## config.mk

```make
export PLATFORM = sky130hd
export DESIGN_NAME = utf8_byte_stream_decoder_top
export DESIGN_NICKNAME = d
export VERILOG_FILES = /design/src/hw/rtl/utf8_dec_pkg.sv /design/src/hw/rtl/utf8_dec_step.sv /design/src/hw/rtl/utf8_byte_stream_decoder_top.sv
export SDC_FILE = /design/constraint.sdc
export NUM_CORES = 1
export LEC_CHECK = 0
export BUFFER_PORTS_ARGS = -buffer_cell sky130_fd_sc_hd__clkbuf_2
export CORE_ASPECT_RATIO = 0.5
export CORE_MARGIN = 2
export CORE_UTILIZATION = 60
export CTS_BUF_LIST = sky130_fd_sc_hd__clkbuf_16
export CTS_CLUSTER_SIZE = 25
export DETAILED_ROUTE_END_ITERATION = 12
export GPL_TIMING_DRIVEN = 0
export PLACE_DENSITY_LB_ADDON = 0.1
export SETUP_SLACK_MARGIN = 0.02
export SLEW_MARGIN = 5
export SYNTH_ARGS = -nofsm -noshare
export SYNTH_HDL_FRONTEND = slang
export SYNTH_SLANG_ARGS = --single-unit
```

## constraint.sdc

```tcl
create_clock -name aclk -period 5.17 [get_ports aclk]
set_input_delay 0.7755 -clock aclk [delete_from_list [all_inputs] [get_ports aclk]]
set_output_delay 0.7755 -clock aclk [all_outputs]
set_load 0.02 [all_outputs]
```

## src/hw/rtl/utf8_dec_pkg.sv

```systemverilog
// Types and constants for the UTF-8 byte stream decoder.
// No dependencies; used by every module of the block.
`default_nettype none

package utf8_dec_pkg;

    localparam logic [1:0] KIND_CHAR = 2'd0;
    localparam logic [1:0] KIND_BAD  = 2'd1;
    localparam logic [1:0] KIND_END  = 2'd2;

    localparam logic [7:0] CONT_MASK  = 8'h3f;
    localparam logic [7:0] LEAD2_MASK = 8'h1f;
    localparam logic [7:0] LEAD3_MASK = 8'h0f;
    localparam logic [7:0] LEAD4_MASK = 8'h07;
    localparam logic [7:0] LEAD5_MASK = 8'h03;
    localparam logic [7:0] LEAD6_MASK = 8'h01;

    typedef struct packed {
        logic [7:0] data_byte;
        logic       end_of_string;
    } in_t;

    typedef struct packed {
        logic [30:0] code_point;
        logic [1:0]  kind;
        logic        final_res;
    } out_t;

    typedef struct packed {
        logic [30:0] partial_value;
        logic [2:0]  bytes_remaining;
        logic        halted;
    } state_t;

endpackage

`default_nettype wire

```

## src/hw/rtl/utf8_dec_step.sv

```systemverilog
// Per-byte decode step: next state and optional result from current state.
// Depends on utf8_dec_pkg.
`default_nettype none

module utf8_dec_step (
    input  utf8_dec_pkg::state_t st,
    input  utf8_dec_pkg::in_t    req,
    output utf8_dec_pkg::state_t st_next,
    output logic                 res_valid,
    output utf8_dec_pkg::out_t   res
);

    logic [7:0]  b;
    logic        fin;
    logic        bad;
    logic        lead_ok;
    logic [30:0] payload;
    logic [2:0]  due;
    logic [30:0] shifted;
    logic [2:0]  rem_dec;

    assign b       = req.data_byte;
    assign fin     = req.end_of_string;
    assign shifted = {st.partial_value[24:0], b[5:0]};
    assign rem_dec = st.bytes_remaining - 3'd1;

    always_comb begin
        lead_ok = 1'b1;
        payload = '0;
        due     = 3'd0;
        priority if (b[7:5] == 3'b110) begin
            payload = {23'd0, b & utf8_dec_pkg::LEAD2_MASK};
            due     = 3'd1;
        end else if (b[7:4] == 4'b1110) begin
            payload = {23'd0, b & utf8_dec_pkg::LEAD3_MASK};
            due     = 3'd2;
        end else if (b[7:3] == 5'b11110) begin
            payload = {23'd0, b & utf8_dec_pkg::LEAD4_MASK};
            due     = 3'd3;
        end else if (b[7:2] == 6'b111110) begin
            payload = {23'd0, b & utf8_dec_pkg::LEAD5_MASK};
            due     = 3'd4;
        end else if (b[7:1] == 7'b1111110) begin
            payload = {23'd0, b & utf8_dec_pkg::LEAD6_MASK};
            due     = 3'd5;
        end else begin
            lead_ok = 1'b0;
        end
    end

    always_comb begin
        st_next        = st;
        res_valid      = 1'b0;
        res.code_point = '0;
        res.kind       = utf8_dec_pkg::KIND_CHAR;
        res.final_res  = fin;
        bad            = 1'b0;

        if (st.halted) begin
            if (fin) begin
                st_next   = '0;
                res_valid = 1'b1;
                res.kind  = utf8_dec_pkg::KIND_END;
            end
        end else if (st.bytes_remaining == 3'd0) begin
            priority if (!b[7]) begin
                res_valid      = 1'b1;
                res.code_point = {23'd0, b};
            end else if (b[6] == 1'b0 || !lead_ok || fin) begin
                bad = 1'b1;
            end else begin
                st_next.partial_value   = payload;
                st_next.bytes_remaining = due;
            end
        end else begin
            priority if (b[7:6] != 2'b10) begin
                bad = 1'b1;
            end else if (rem_dec == 3'd0) begin
                res_valid               = 1'b1;
                res.code_point          = shifted;
                st_next.partial_value   = '0;
                st_next.bytes_remaining = 3'd0;
            end else if (fin) begin
                bad = 1'b1;
            end else begin
                st_next.partial_value   = shifted;
                st_next.bytes_remaining = rem_dec;
            end
        end

        if (bad) begin
            st_next        = '0;
            st_next.halted = !fin;
            res_valid      = 1'b1;
            res.code_point = '0;
            res.kind       = utf8_dec_pkg::KIND_BAD;
        end
    end

endmodule

`default_nettype wire

```

## src/hw/rtl/utf8_byte_stream_decoder_top.sv

```systemverilog
// UTF-8 byte stream decoder, top level: state registers and result buffer.
// Depends on utf8_dec_pkg and utf8_dec_step.
//
// Takes one byte per clock while s_ready is high and gives at most one
// result per byte, registered in the output register when no earlier
// result is left waiting. The original 1 to 6 byte forms are decoded
// without overlong checks; after a malformed sequence, bytes are dropped up
// to the end of the string, which then gives an end marker. Sustained rate
// is one byte per cycle, set by the single decode step between the state
// registers and the result register. A two-entry result buffer (output
// register plus skid register) lets bytes keep flowing while a result waits;
// s_ready falls only while both entries are full.
`default_nettype none

module utf8_byte_stream_decoder_top (
    input  wire                 aclk,
    input  wire                 aresetn,
    input  wire                 s_valid,
    output logic                s_ready,
    input  utf8_dec_pkg::in_t   s_payload,
    output logic                m_valid,
    input  wire                 m_ready,
    output utf8_dec_pkg::out_t  m_payload
);

    utf8_dec_pkg::state_t state_reg;
    utf8_dec_pkg::state_t state_next;
    logic                 res_valid;
    utf8_dec_pkg::out_t   res;

    logic                 out_valid_reg;
    utf8_dec_pkg::out_t   out_data_reg;
    logic                 skid_valid_reg;
    utf8_dec_pkg::out_t   skid_data_reg;

    logic                 accept;
    logic                 pop;
    logic                 push;

    utf8_dec_step u_step (
        .st        (state_reg),
        .req       (s_payload),
        .st_next   (state_next),
        .res_valid (res_valid),
        .res       (res)
    );

    assign s_ready   = !skid_valid_reg;
    assign accept    = s_valid && s_ready;
    assign push      = accept && res_valid;
    assign pop       = out_valid_reg && m_ready;
    assign m_valid   = out_valid_reg;
    assign m_payload = out_data_reg;

    always_ff @(posedge aclk) begin
        if (!aresetn) begin
            state_reg <= '0;
        end else if (accept) begin
            state_reg <= state_next;
        end
    end

    always_ff @(posedge aclk) begin
        if (!aresetn) begin
            out_valid_reg  <= 1'b0;
            skid_valid_reg <= 1'b0;
        end else if (skid_valid_reg) begin
            if (pop) begin
                skid_valid_reg <= 1'b0;
            end
        end else if (push) begin
            if (out_valid_reg && !pop) begin
                skid_valid_reg <= 1'b1;
            end else begin
                out_valid_reg <= 1'b1;
            end
        end else if (pop) begin
            out_valid_reg <= 1'b0;
        end
    end

    always_ff @(posedge aclk) begin
        if (skid_valid_reg) begin
            if (pop) begin
                out_data_reg <= skid_data_reg;
            end
        end else if (push) begin
            if (out_valid_reg && !pop) begin
                skid_data_reg <= res;
            end else begin
                out_data_reg <= res;
            end
        end
    end

endmodule

`default_nettype wire

```

==> results.py <==
metrics = {
    "routing": {
        "avgRoutedWirePerCell_um": 17.2,
        "ant_nets": 0,
        "finalWirelength_um": 9040,
        "vias_per_cell": 5.82,
        "drcViolationCount": 0,
        "dr.pass1.iters": 4,
        "drtIter0Drc": 164,
        "vias": 3052,
    },
    "yosys": {
        "synthesis.nets": 379,
        "ys_seq_area_share_pct": 59.2,
        "synth_cell_types": 53,
        "synthArstFlopShare_pct": 0,
        "synth_edf_count": 68,
        "yosysWarnings": 0,
        "synth.area.top_cells": "edfxtp_1, dfxtp_1, o31ai_2",
        "yosys_register_bits": 99,
        "netlist.area_leader.share_pct": 45.4,
        "yosys.area.top_type": "edfxtp_1",
        "synthCells": 363,
        "syn_area_per_cell_um2": 12.4,
        "netlist_area_mm2": 0.00450,
        "synth_flop_cell": "edfxtp_1",
    },
    "layout": {
        "register_area_mm2": 0.00266,
        "nets": 439,
        "final_common_cell": "edfxtp_1",
        "num-fill-cells": 507,
        "syn2layout_area_growth_pct": 16.0,
        "drive_above_1_share_pct": 33.6,
        "multi_input_area_mm2": 0.00157,
        "diodes": 0,
        "final_cell_mix": "edfxtp_1, clkbuf_2, nand2_1",
    },
    "status": {
        "status": "finished, final reports clean",
    },
    "worst_setup_path": {
        "worst-path-max-fanout": 24,
        "worst_ep_arrival_time_ns": 2.95,
        "criticalPathCategory": "reg2reg",
        "worstSetupEndpointType": "register",
        "required_ns": 5.27,
        "worstSetupStartpointType": "register",
    },
    "placement": {
        "gp_congestion": 0.899,
        "pre_cts_slack_ns": 2.13,
        "dp_hpwl_um": 6360,
        "port_buffers": 47,
    },
    "sta": {
        "tns_ns": 0,
        "hold_violations": 0,
        "drv_slew": 0,
        "worst_pin_slew_ns": 0.733,
        "fmax_mhz": 351,
        "relSlewSlack_pct": 51.1,
        "fin_crit_ns": 2.85,
        "finalSetupViolCount": 0,
        "rsz0062_at_grt": "false",
        "clock_skew_ns": 0.00826,
        "fin_ws_ns": 2.32,
        "fin_crit_sh_pct": 55.1,
    },
    "grt": {
        "grt_antenna_before_repair": 0,
        "grt_pass1_vias": 3076,
        "grt_max_degree": 33,
        "grt_first_pass_wirelength_um": 15200,
        "gr-usage-all-layers_pct": 24.0,
        "overflow": 0,
    },
    "floorplan": {
        "rows": 22,
        "initial_core_util_pct": 61.6,
        "die_h_um": 65.2,
        "fp.dieArea_mm2": 0.00825,
        "fp.coreArea_mm2": 0.00729,
        "die_w_um": 126,
        "ios": 49,
    },
    "min_path": {
        "hold_path.class": "reg2reg",
    },
    "power": {
        "p_leak_nw": 1.83,
        "power_density_mw_per_mm2": 345,
        "vdd_drop_max_mv": 0.167,
    },
    "clock_network": {
        "cts_setup_buffers": 0,
        "root_buffer": "clkbuf_16",
        "clk_latency_ns": 0.35,
        "post_cts_resized": 0,
        "htreeDepth": 3,
        "clockBufferDepth": 2,
        "cts_made_buffers": 9,
        "cts_tree": "done",
        "numClockSinks": 99,
        "clkTransAtPathRegs_ns": 0.07,
        "ctsHoldBuffers": 0,
    },
    "run": {
        "cap_violations": 0,
    },
}
metal layers:
metal / up-vias / global-route usage (%) / part of all wire (%)
li1: 1456 / - / -
met1: 1478 / 32.0 / 46
met2: 105 / 38.1 / 46
met3: 13 / 6.03 / 6.6
met4: 0 / 10.0 / 1.6
met5: - / 0 / 0
report_power, final:
group	internal, mW	switching, mW	total (mW)	leakage, nW
logic	0.0696	0.147	0.216	0.777
registers	0.895	0.0120	0.907	0.908
clock network	0.378	0.297	0.675	0.144
path summary, 6_finish.rpt:
path,from,to,slack [ns],depth (start not counted)
worst max-delay path,state_reg[1]$_SDFFE_PN0P_,m_payload[22]$_DFFE_PP_,2.32,9
worst min-delay path,state_reg[5]$_SDFFE_PN0P_,state_reg[5]$_SDFFE_PN0P_,0.47,2
worst max register to register,state_reg[1]$_SDFFE_PN0P_,m_payload[22]$_DFFE_PP_,2.32,9
worst min register to register,state_reg[5]$_SDFFE_PN0P_,state_reg[5]$_SDFFE_PN0P_,0.47,2
cell families (layout without fill, tap and decap cells):
| logic type | after synthesis | after routing | synth area share [%] |
|---|---|---|---|
| adders and majority gates | 3 | 3 | 0.835 |
| DFF | 99 | 99 | 59.2 |
| muxes | 7 | 7 | 1.75 |
| AOI/OAI and AO/OA | 88 | 88 | 18.2 |
| buffers and inverters | 54 | 119 | 6.23 |
| and+or+nand+nor | 112 | 112 | 13.7 |
synth_stat cells (2+ instances only):
cell type,count
o31ai_2,24
a22o_1,20
o31ai_1,3
mux2_2,7
buf_4,4
clkbuf_1,6
o21ai_0,9
nor2_2,20
o2111ai_1,3
a22oi_1,3
edfxtp_1,68
nor3_1,2
buf_2,2
and3_4,2
o22ai_1,3
o32ai_1,2
and2_1,3
nand2_1,39
nor2_1,13
buf_6,8
inv_1,32
o21ai_2,2
dfxtp_1,31
and3_1,6
o21ai_1,2
nand3_1,4
nand2b_1,4
nor2b_1,7
ha_1,3
nand4_1,5
a21oi_1,4
final cells by class:
type	count	share of cell area, %
tap	96	2.30
sequential	99	51.0
multi-input combinational	210	30.2
clock buffer	9	4.32
timing repair buffer	49	5.42
inverter	33	2.37
clock inverter	7	1.39
buffer	21	3.00
critical path, stage by stage (launching register included):
cell       delay (ns)
dfxtp_1          0.35
inv_1            0.10
ha_1             0.16
buf_4            0.16
nand2b_1         0.19
a2111oi_4        0.49
nor2_1           0.12
a31oi_1          0.52
a21oi_4          0.26
buf_16           0.24
through the flow:
step	util [%]	std cells	hold WS (ns)	total power, mW	instance area, um2
after global placement	66.5	506	0.460	1.12	4850
final	71.5	524	0.473	1.80	5220
after global routing	71.5	524	0.500	1.85	5220
after detailed placement	67.4	508	0.464	1.14	4920
after floorplan	-	363	0.439	1.06	4500
after CTS	71.5	524	0.478	1.81	5220
No activity file was read; power rests on OpenSTA's default activity.
